===== src/design/sle_pkg.sv =====
// sle_pkg: shared constants and types for the sorted list engine
// depends on nothing; used by the interfaces, the cell and the top level
`timescale 1ns / 1ps
`default_nettype none
package sle_pkg;

  localparam int CAPACITY = 16;
  localparam int IDX_W    = (CAPACITY > 2) ? $clog2(CAPACITY) : 1;
  localparam int CNT_W    = $clog2(CAPACITY + 1);
  localparam int CMD_W    = 2;
  localparam int VALUE_W  = 32;
  localparam int POS_W    = 4;
  localparam int OCC_W    = 5;

  localparam logic [CMD_W-1:0] CMD_INSERT = 2'd0;
  localparam logic [CMD_W-1:0] CMD_SEARCH = 2'd1;
  localparam logic [CMD_W-1:0] CMD_REMOVE = 2'd2;

  typedef logic signed [VALUE_W-1:0] value_t;
  typedef logic [CMD_W-1:0]          cmd_t;
  typedef logic [IDX_W-1:0]          idx_t;
  typedef logic [CNT_W-1:0]          cnt_t;
  typedef logic [POS_W-1:0]          pos_t;
  typedef logic [OCC_W-1:0]          occ_t;

  // shift commands broadcast to every cell
  typedef struct packed {
    logic ins;
    logic rem;
  } cell_ctrl_t;

endpackage
`default_nettype wire


===== src/design/sle_if.sv =====
// sle_in_if / sle_out_if: valid/ready channels for requests and results
// depends on sle_pkg
`timescale 1ns / 1ps
`default_nettype none
interface sle_in_if;
  import sle_pkg::*;
  logic   valid;
  logic   ready;
  cmd_t   cmd;
  value_t value;
  modport source (output valid, input ready, output cmd, output value);
  modport sink   (input valid, output ready, input cmd, input value);
endinterface

interface sle_out_if;
  import sle_pkg::*;
  logic valid;
  logic ready;
  logic success;
  pos_t position;
  occ_t occupancy;
  modport source (output valid, input ready, output success, output position,
                  output occupancy);
  modport sink   (input valid, output ready, input success, input position,
                  input occupancy);
endinterface
`default_nettype wire


===== src/design/sle_cell.sv =====
// sle_cell: one list slot; compares its entry with the key and shifts
// to or from its neighbors; depends on sle_pkg
`timescale 1ns / 1ps
`default_nettype none
module sle_cell (
  input  wire                  clk,
  input  sle_pkg::value_t      key_i,
  input  sle_pkg::cell_ctrl_t  ctrl_i,
  input  wire                  occ_i,
  input  wire                  left_lt_i,
  input  sle_pkg::value_t      left_val_i,
  input  sle_pkg::value_t      right_val_i,
  output logic                 lt_o,
  output logic                 eq_o,
  output logic                 first_o,
  output sle_pkg::value_t      val_o
);
  import sle_pkg::*;

  value_t entry_r;
  value_t entry_nxt;

  assign lt_o    = occ_i && (entry_r < key_i);
  assign eq_o    = occ_i && (entry_r == key_i);
  assign first_o = left_lt_i && !lt_o;
  assign val_o   = entry_r;

  always_comb begin
    entry_nxt = entry_r;
    if (ctrl_i.ins && !lt_o) begin
      entry_nxt = first_o ? key_i : left_val_i;
    end else if (ctrl_i.rem && !lt_o) begin
      entry_nxt = right_val_i;
    end
  end

  always_ff @(posedge clk) begin
    entry_r <= entry_nxt;
  end

endmodule
`default_nettype wire


===== src/design/sorted_list_engine_core.sv =====
// sorted_list_engine_core: ascending list of signed values in a row of cells
// depends on sle_pkg, sle_if (sle_in_if, sle_out_if) and sle_cell
// result is registered, out in the next cycle; one request per cycle if no stall
// all cells compare in parallel, at most one shift of the row per request
// result register frees when out ready is high, so requests keep flowing
// sync active-low reset empties the list and drops any pending result
`timescale 1ns / 1ps
`default_nettype none
module sorted_list_engine_core (
  input wire      clk,
  input wire      rst_n,
  sle_in_if.sink  in_if,
  sle_out_if.source out_if
);
  import sle_pkg::*;

  cnt_t       count_r;
  cnt_t       count_nxt;
  logic       out_valid_r;
  logic       out_valid_nxt;
  logic       success_r;
  logic       success_nxt;
  pos_t       position_r;
  pos_t       position_nxt;
  logic       accept;
  logic       full;
  logic       hit;
  idx_t       pos;
  cell_ctrl_t ctrl;

  logic   [CAPACITY-1:0] occ;
  logic   [CAPACITY-1:0] lt;
  logic   [CAPACITY-1:0] eq;
  logic   [CAPACITY-1:0] first;
  logic   [CAPACITY:0]   lt_chain;
  value_t                vals [CAPACITY];

  assign in_if.ready = !out_valid_r || out_if.ready;
  assign accept      = in_if.valid && in_if.ready;
  assign full        = (count_r == cnt_t'(CAPACITY));
  assign lt_chain[0] = 1'b1;

  genvar g;
  generate
    for (g = 0; g < CAPACITY; g++) begin : g_cell
      value_t left_v;
      value_t right_v;
      assign occ[g]        = (cnt_t'(g) < count_r);
      assign lt_chain[g+1] = lt[g];
      if (g == 0) begin : g_head
        assign left_v = in_if.value;
      end else begin : g_mid_l
        assign left_v = vals[g-1];
      end
      if (g == CAPACITY - 1) begin : g_tail
        assign right_v = vals[g];
      end else begin : g_mid_r
        assign right_v = vals[g+1];
      end
      sle_cell u_cell (
        .clk         (clk),
        .key_i       (in_if.value),
        .ctrl_i      (ctrl),
        .occ_i       (occ[g]),
        .left_lt_i   (lt_chain[g]),
        .left_val_i  (left_v),
        .right_val_i (right_v),
        .lt_o        (lt[g]),
        .eq_o        (eq[g]),
        .first_o     (first[g]),
        .val_o       (vals[g])
      );
    end
  endgenerate

  // boundary has at most one bit set since the less-than flags form a thermometer
  always_comb begin
    pos = '0;
    for (int i = 0; i < CAPACITY; i++) begin
      if (first[i]) begin
        pos = pos | idx_t'(i);
      end
    end
  end

  assign hit = |(first & eq);

  always_comb begin
    ctrl.ins     = 1'b0;
    ctrl.rem     = 1'b0;
    success_nxt  = 1'b0;
    count_nxt    = count_r;
    case (in_if.cmd)
      CMD_INSERT: begin
        success_nxt = !full;
        ctrl.ins    = accept && !full;
        if (!full) begin
          count_nxt = count_r + cnt_t'(1);
        end
      end
      CMD_SEARCH: begin
        success_nxt = hit;
      end
      CMD_REMOVE: begin
        success_nxt = hit;
        ctrl.rem    = accept && hit;
        if (hit) begin
          count_nxt = count_r - cnt_t'(1);
        end
      end
      default: begin
        success_nxt = 1'b0;
      end
    endcase
    position_nxt = success_nxt ? pos_t'(pos) : '0;
  end

  always_comb begin
    out_valid_nxt = out_valid_r;
    if (accept) begin
      out_valid_nxt = 1'b1;
    end else if (out_if.ready) begin
      out_valid_nxt = 1'b0;
    end
  end

  always_ff @(posedge clk) begin
    if (!rst_n) begin
      count_r     <= '0;
      out_valid_r <= 1'b0;
    end else begin
      out_valid_r <= out_valid_nxt;
      if (accept) begin
        count_r <= count_nxt;
      end
    end
  end

  always_ff @(posedge clk) begin
    if (accept) begin
      success_r  <= success_nxt;
      position_r <= position_nxt;
    end
  end

  assign out_if.valid     = out_valid_r;
  assign out_if.success   = success_r;
  assign out_if.position  = position_r;
  assign out_if.occupancy = occ_t'(count_r);

endmodule
`default_nettype wire


===== src/flat_wrapper.sv =====
// flat-port wrapper written by rule: the top's interface ports become plain ports
module sorted_list_engine_core_flat import sle_pkg::*;
  (clk, rst_n, in_if_valid, in_if_ready, in_if_cmd, in_if_value, out_if_valid, out_if_ready, out_if_success, out_if_position, out_if_occupancy);
  sle_in_if in_if_i ();
  sle_out_if out_if_i ();
  input wire clk;
  input wire rst_n;
  input wire logic [$bits(in_if_i.valid)-1:0] in_if_valid;
  output wire logic [$bits(in_if_i.ready)-1:0] in_if_ready;
  input wire logic [$bits(in_if_i.cmd)-1:0] in_if_cmd;
  input wire logic [$bits(in_if_i.value)-1:0] in_if_value;
  output wire logic [$bits(out_if_i.valid)-1:0] out_if_valid;
  input wire logic [$bits(out_if_i.ready)-1:0] out_if_ready;
  output wire logic [$bits(out_if_i.success)-1:0] out_if_success;
  output wire logic [$bits(out_if_i.position)-1:0] out_if_position;
  output wire logic [$bits(out_if_i.occupancy)-1:0] out_if_occupancy;
  assign in_if_i.valid = in_if_valid;
  assign in_if_ready = in_if_i.ready;
  assign in_if_i.cmd = in_if_cmd;
  assign in_if_i.value = in_if_value;
  assign out_if_valid = out_if_i.valid;
  assign out_if_i.ready = out_if_ready;
  assign out_if_success = out_if_i.success;
  assign out_if_position = out_if_i.position;
  assign out_if_occupancy = out_if_i.occupancy;
  sorted_list_engine_core u_core (.clk(clk), .rst_n(rst_n), .in_if(in_if_i), .out_if(out_if_i));
endmodule

===== config.mk =====
export PLATFORM = sky130hd
export DESIGN_NAME = sorted_list_engine_core_flat
export DESIGN_NICKNAME = d
export VERILOG_FILES = /design/src/design/sle_pkg.sv /design/src/design/sle_if.sv /design/src/design/sle_cell.sv /design/src/design/sorted_list_engine_core.sv /design/src/flat_wrapper.sv
export SDC_FILE = /design/constraint.sdc
export NUM_CORES = 2
export LEC_CHECK = 0
export CAP_MARGIN = 0
export CORE_UTILIZATION = 60
export DETAILED_ROUTE_END_ITERATION = 7
export DONT_BUFFER_PORTS = 1
export GPL_ROUTABILITY_DRIVEN = 1
export GPL_TIMING_DRIVEN = 0
export PLACE_DENSITY = 0.76
export SLEW_MARGIN = 20
export SYNTH_ARGS = -nofsm -noshare
export SYNTH_HDL_FRONTEND = slang
export SYNTH_SLANG_ARGS = --single-unit

===== constraint.sdc =====
create_clock -name clk -period 16.3 [get_ports clk]
set_input_delay 3.26 -clock clk [delete_from_list [all_inputs] [get_ports clk]]
set_output_delay 3.26 -clock clk [all_outputs]
set_load 0.02 [all_outputs]

[After elaboration in Yosys (flattened, before gate mapping)]
Cells that the tools add are included.
Operators by class
  $lt $le $gt $ge: 32
  add/sub/neg operators: 2
  reduce and logical (&&, ||, !) cells: 121
  eq/ne operators: 21
  muxes and demuxes: 68
  bitwise logic cells: 1
Operators by type and width (number)
  32-bit 2-to-1 mux: 45
  32-bit == test: 16
  32-bit less-than comparator: 16
  1-bit logical AND: 81
  4-bit by 5-bit less-than comparator with 1-bit output, first input constant: 8
  2-bit nonzero test: 17
  4-bit 2-to-1 mux: 8
  3-bit by 5-bit less-than comparator with 1-bit output, first input constant: 4
  1-bit zero test: 18
  16-bit bitwise AND: 1
  16-bit OR reduction: 1
  3-bit 2-to-1 mux: 4
  1-bit by 5-bit less-than comparator with 1-bit output, first input constant: 2
  2-bit by 5-bit less-than comparator with 1-bit output, first input constant: 2
  5-bit 2-to-1 mux: 2
  5-bit case mux with 2 select lines: 1
  5-bit by 1-bit adder with 5-bit output, second input constant: 1
  5-bit == test, second input constant: 1
  1-bit 2-to-1 mux: 5
  5-bit by 1-bit subtractor with 5-bit output, second input constant: 1
  2-bit 2-to-1 mux: 2
  4-bit AND reduction: 1
  2-bit by 1-bit == test with 1-bit output, second input constant: 1
  2-bit == test, second input constant: 1
  6 further kinds: 6
Storage, ports and cells
  word-level logic and storage cells: 265
  bits in registers: 523
  input bits: 38
  output and inout port bits: 12

[Logic depth before layout (Yosys ltp)]
  depth after elaboration: 19
  depth in mapped cells: 15
  mapped depth without buffers: 13

[Cells and area by module]
From an unflattened synthesis, not the netlist that was laid out.
Unflattened totals
  cells, all modules: 5737
  area total of the unflattened synthesis: 53659.0 um^2
By module, submodules not included
  sle_cell (u_core.g_cell[0].u_cell ...): seq. area each 960.9 um^2, cells an instance 350, instances 15, area an instance 3291.9 um^2
  sle_cell (u_core.g_cell[15].u_cell): seq. area each 960.9 um^2, cells an instance 350, instances 1, area an instance 3213.1 um^2
  sorted_list_engine_core: seq. area each 270.3 um^2, cells an instance 137, instances 1, area an instance 1067.3 um^2

[Least setup slack after synthesis]
No wires, ideal clock.
  kind: input port to flip-flop
  start point: input port in_if_value[25]
  end point: register u_core.g_cell[11].u_cell.entry_r[0], enable pin
  buffers on the path: 1
  slack: 8.140 ns
  data required time: 15.875 ns
  stages: 14
  data arrival time: 7.736 ns
  library setup time: 0.425 ns
  cells stage by stage: inv_1 -> ha_1 -> a21o_1 -> a221o_1 -> a221oi_1 -> o21ai_1 -> or4b_1 -> nand2_1 -> a2111oi_2 -> nand4_2 -> o21ai_1 -> a21oi_2 -> buf_4 -> nor2b_1
Between the ends
  word-level cells in the longest chain between the ends: 10
  elaborated cells on any way between the ends: 102
  those cells by class: order compare: 16; eq/ne: 16; mux: 1; bitwise: 1; reduce/logical: 68
RTL lines
  start, declared: line flat_wrapper.sv:11  | input wire logic [$bits(in_if_i.value)-1:0] in_if_value;
  32-bit less-than comparator: line sle_cell.sv:23  | assign lt_o = occ_i && (entry_r < key_i);
  1-bit logical AND: line sle_cell.sv:23
  1-bit zero test, on equally long branches
  1-bit logical AND: line sle_cell.sv:25  | assign first_o = left_lt_i && !lt_o;
  16-bit bitwise AND: line sorted_list_engine_core.sv:86  | assign hit = |(first & eq);
  16-bit OR reduction: line sorted_list_engine_core.sv:86
  1-bit logical AND: line sorted_list_engine_core.sv:106  | ctrl.rem = accept && hit;
  1-bit 2-to-1 mux: line sorted_list_engine_core.sv:93  | case (in_if.cmd)
  1-bit logical AND: line sle_cell.sv:32  | end else if (ctrl_i.rem && !lt_o) begin
  2-bit nonzero test (no source line) (*)
  end signal, assigned: line sle_cell.sv:38  | entry_r <= entry_nxt;
  end, declared: line sle_cell.sv:20  | value_t entry_r;
Every way passes the cells marked *; elsewhere a longest branch is shown, timed or not.
A chain may end at the register's enable or synchronous reset.

[Worst setup path after layout]
  start point: input port in_if_value[31]
  end point: register u_core.g_cell[10].u_cell.entry_r[5], enable pin
Between the ends
  word-level cells in the longest chain between the ends: 10
  elaborated cells on any way between the ends: 102
  those cells by class: order compare: 16; eq/ne: 16; mux: 1; bitwise: 1; reduce/logical: 68
RTL lines (line)
  32-bit less-than comparator: sle_cell.sv:23
  1-bit logical AND: sle_cell.sv:23
  1-bit zero test, on equally long branches
  1-bit logical AND: sle_cell.sv:25
  16-bit bitwise AND: sorted_list_engine_core.sv:86
  16-bit OR reduction: sorted_list_engine_core.sv:86
  1-bit logical AND: sorted_list_engine_core.sv:106
  1-bit 2-to-1 mux: sorted_list_engine_core.sv:93
  1-bit logical AND: sle_cell.sv:32
  2-bit nonzero test (no source line) (*)
  end signal, assigned: sle_cell.sv:38
  end, declared: sle_cell.sv:20
Marks and branches as above.

==> qor.csv <==
stage,metric,value,unit
drt,firstDrtPassIters,8,
logic_synthesis,yosysTopAreaCell,edfxtp_1,
logic_synthesis,syn_area,37830,µm²
logic_synthesis,synth_compound_area_share,15.81,%
logic_synthesis,synth.area.top_cells,"edfxtp_1 (41%), ha_1 (17%), mux2i_1 (9.6%)",
clocking,ctsResizeCount,0,
logic_synthesis,syn_avg_cell_area,9.855,µm²
logic_synthesis,yosys_warnings,0,
drt,drc,0,
final_layout,drive_gt1_share,3.987,%
timing,skew,0.02356,ns
clocking,h-tree-depth,2,
grt,busiest_layer,met2,
clocking,clkLatencyLatePin,0.66,ns
power,vdd_ir_drop_max,0.00007963,V
grt,use_met1,49.15,%
worst_hold_path,worstHoldStart,u_core.g_cell[15].u_cell.val_o[12]$_DFFE_PP_,
power,p_leak,16.21,nW
clocking,tritoncts,built,
timing,finalHoldViolCount,0,
grt,grt_max_degree,33,
die,die_h,253.1,µm
drt,vias_per_cell,6.630,
grt,grt_pass1_vias,31120,
clocking,cts_buffers,60,
timing,fin_crit_sh,52.78,%
grt,antenna_found_initial,1,
critical_path,rr_startpoint,u_core.g_cell[4].u_cell.val_o[31]$_DFFE_PP_,
outcome,status,"complete, no violations",
final_layout,area_delta_synth_final,8.843,%
clocking,clkSlewWorstSetupHoldPaths,0.06,ns
logic_synthesis,async_reset_ff_share,0,%
worst_hold_path,hold_class,flip-flop to flip-flop,
final_layout,layout_commonest_cell,ha_1,
die,core-area,62050,µm²
timing,tightestPinTransition,1.112,ns
clocking,postCtsSetupRepairBufs,0,
timing,max_freq,0.1162,GHz
power,p_clk_share,39.6,%
logic_synthesis,syn-num-nets,4396,
critical_path,required,16.57,ns
critical_path,cp-start-kind,input port,
final_layout,mostFrequentLayoutCells,"ha_1 (519), edfxtp_1 (517), a21oi_1 (457)",
final_layout,nNetsFinal,4471,
logic_synthesis,syn_inst,3839,
grt,met3_usage,6.281,%
timing,drv_slew,0,
logic_synthesis,synth_cell_types,77,
critical_path,crit_fanout,32,
placement,routabilityCongestion,0.9993,
drt,postRouteAntennaNets,0,
flow_run,cap_violations,0,
timing,rsz0062_at_grt,no,
timing,fin_setup_tns,0,ns
clocking,cts_sinks,523,
placement,place_inst,4689,
die,rows,91,
critical_path,path_class,input port to flip-flop,
final_layout,fillerInstances,5001,
logic_synthesis,synth_xor_area_share,0.09260,%
timing,setup_viol_count_final,0,
power,pwr-share-seq,45.9,%
power,switchingPower,955.7,µW
grt,grt_pass1_wl,174600,µm
die,die_area,64060,µm²
logic_synthesis,synth_fa_ha_area_share,17.16,%
logic_synthesis,synthFlopType,edfxtp_1,
clocking,clk_path_buf_depth,3,
final_layout,stdcell_count,4801,
critical_path,end_kind,flip-flop,
clocking,ctsHoldBuffers,0,
timing,relSlewSlack,25.60,%
logic_synthesis,ys_seq_elements,523,
critical_path,critPathArrivalTime,8.87,ns
drt,wire_per_inst,23.75,µm
clocking,clockRootBuffer,clkbuf_16,
logic_synthesis,synth_edf_count,517,
critical_path,setup.worst_path.start,in_if_value[31],
drt,totalWireLength,114000,µm
power,switching_share,27.97,%
drt,vias,31830,
grt,grtUsageTotal,35.35,%
logic_synthesis,muxShareOfSynthArea,9.640,%
grt,use_met2,55.68,%
grt,gr-total-overflow,0,
die,initial_utilization,60.97,%
logic_synthesis,synth_top_area_share,41.03,%
placement,dp_hpwl,89070,µm
power,share_comb_of_total_power,14.5,%
timing,period_needed,8.604,ns
die,dieWidth,253.1,µm
logic_synthesis,synth_top_family_by_area,adder cells,
logic_synthesis,yosys.area_share.simple,13.07,%
power,cellPowerDensity,82.97,nW/µm²
power,intPower,2.461,mW
logic_synthesis,seq_area_frac_synth,41.35,%
drt,drtIter0Drc,3562,
placement,io_buffers,0,
die,io_pins,50,
[cell families (layout without fill, tap and decap cells)]
logic type               after synthesis  count (layout)
AND/OR/NAND/NOR                     1096            1096
AO/OA/AOI/OAI                       1055            1055
flip-flops                           523             523
adder cells (fa/ha/maj)              519             519
multiplexers                         364             364
buffers and inverters                278             402
XOR/XNOR                               4               4
other                                  0               1
[state kept, by name, indices dropped and copies added, names as in the netlist]
signal / cells
u_core.g_cell.u_cell.val_o: 512
u_core.out_if.occupancy: 5
u_core.out_if.position: 4
u_core.out_if.success: 1
u_core.out_if.valid: 1
[area by class of cell]
class	count	area (µm²)	share of cell area (%)
Multi-Input combinational cell	3038	21200	51.48
Sequential cell	523	15650	37.99
Clock buffer	73	1572	3.816
Tap cell	837	1047	2.543
Buffer	203	804.5	1.954
Timing Repair Buffer	13	327.8	0.7961
Clock inverter	38	301.5	0.7323
Inverter	75	281.5	0.6836
Antenna cell	1	2.502	0.006077
[worst max-delay path, cell delays in order]
cell	delay, ns
inv_1	0.68
ha_1	0.42
and4_1	0.26
nand4_1	0.22
nor4_1	0.75
o31a_1	0.32
nor3_1	0.08
a211oi_1	0.27
clkbuf_1	0.53
nand4_1	0.21
nand4_2	0.20
o21ai_1	0.11
a21oi_2	0.46
buf_4	0.30
and2_2	0.75
[worst paths after layout]
path / end / slack, ns / cells past startpoint
max: u_core.g_cell[10].u_cell.val_o[5]$_DFFE_PP_ / 7.70 / 15
min: u_core.g_cell[14].u_cell.val_o[12]$_DFFE_PP_ / 0.56 / 2
max reg2reg: u_core.g_cell[10].u_cell.val_o[5]$_DFFE_PP_ / 10.51 / 14
min reg2reg: u_core.g_cell[14].u_cell.val_o[12]$_DFFE_PP_ / 0.56 / 2
[synth_stat cells, types with 4 or more instances]
cell type  number
a21oi_1       457
nor3b_1         4
nand3_1        50
nand4_1        93
a211oi_1       14
ha_1          519
and2_0          9
nor3_1         12
o211ai_1       16
mux2i_1       361
nand2_1       437
clkbuf_1      165
nor2_1        349
or2_2           4
nor2b_1        29
edfxtp_1      517
and4_1         23
nor4_1         20
a31oi_1         8
nand3b_1        4
a21o_1         55
a211o_1         5
a21boi_0        8
a221oi_1       28
and2_1          8
inv_1          75
a221o_1        16
or3_1          10
o31ai_1         5
or4_1           4
o21ai_1        14
o21a_1         10
nand2b_1       17
a2111oi_0       8
o21ai_0       376
o31a_1          7
dfxtp_1         6
buf_1           8
buf_2          28
[per-stage QoR]
stage | power, mW | hold WS (ns) | area, µm² | worst slack (ns) | util [%]
2_1_floorplan | 1.916 | 0.5219 | 37830 | 8.140 | -
3_3_place_gp | 2.043 | 0.5386 | 38880 | 5.896 | 62.66
3_5_place_dp | 2.073 | 0.5529 | 39300 | 7.361 | 63.34
4_1_cts | 3.399 | 0.5625 | 41180 | 7.989 | 66.36
5_1_grt | 3.516 | 0.5963 | 41180 | 7.583 | 66.36
6_report | 3.416 | 0.5569 | 41180 | 7.696 | 66.36
[power by group through the flow]
stage / sequential, mW / combinational (mW) / clock, mW
after floorplan: 1.58 / 0.336 / 0
after global placement: 1.60 / 0.447 / 0
after detailed placement: 1.59 / 0.479 / 0
after CTS: 1.57 / 0.483 / 1.35
after global routing: 1.57 / 0.549 / 1.40
final: 1.57 / 0.496 / 1.35
[metal layers]
metal  share of wire, %  vias to the layer above  routed length [µm]
li1                   -                    14650                   -
met1                 42                    15360               48140
met2                 45                     1581               51480
met3                9.3                      245               10620
met4                3.3                        2                3775
met5              0.011                        -                  13
(Power assumes the default switching activity.)
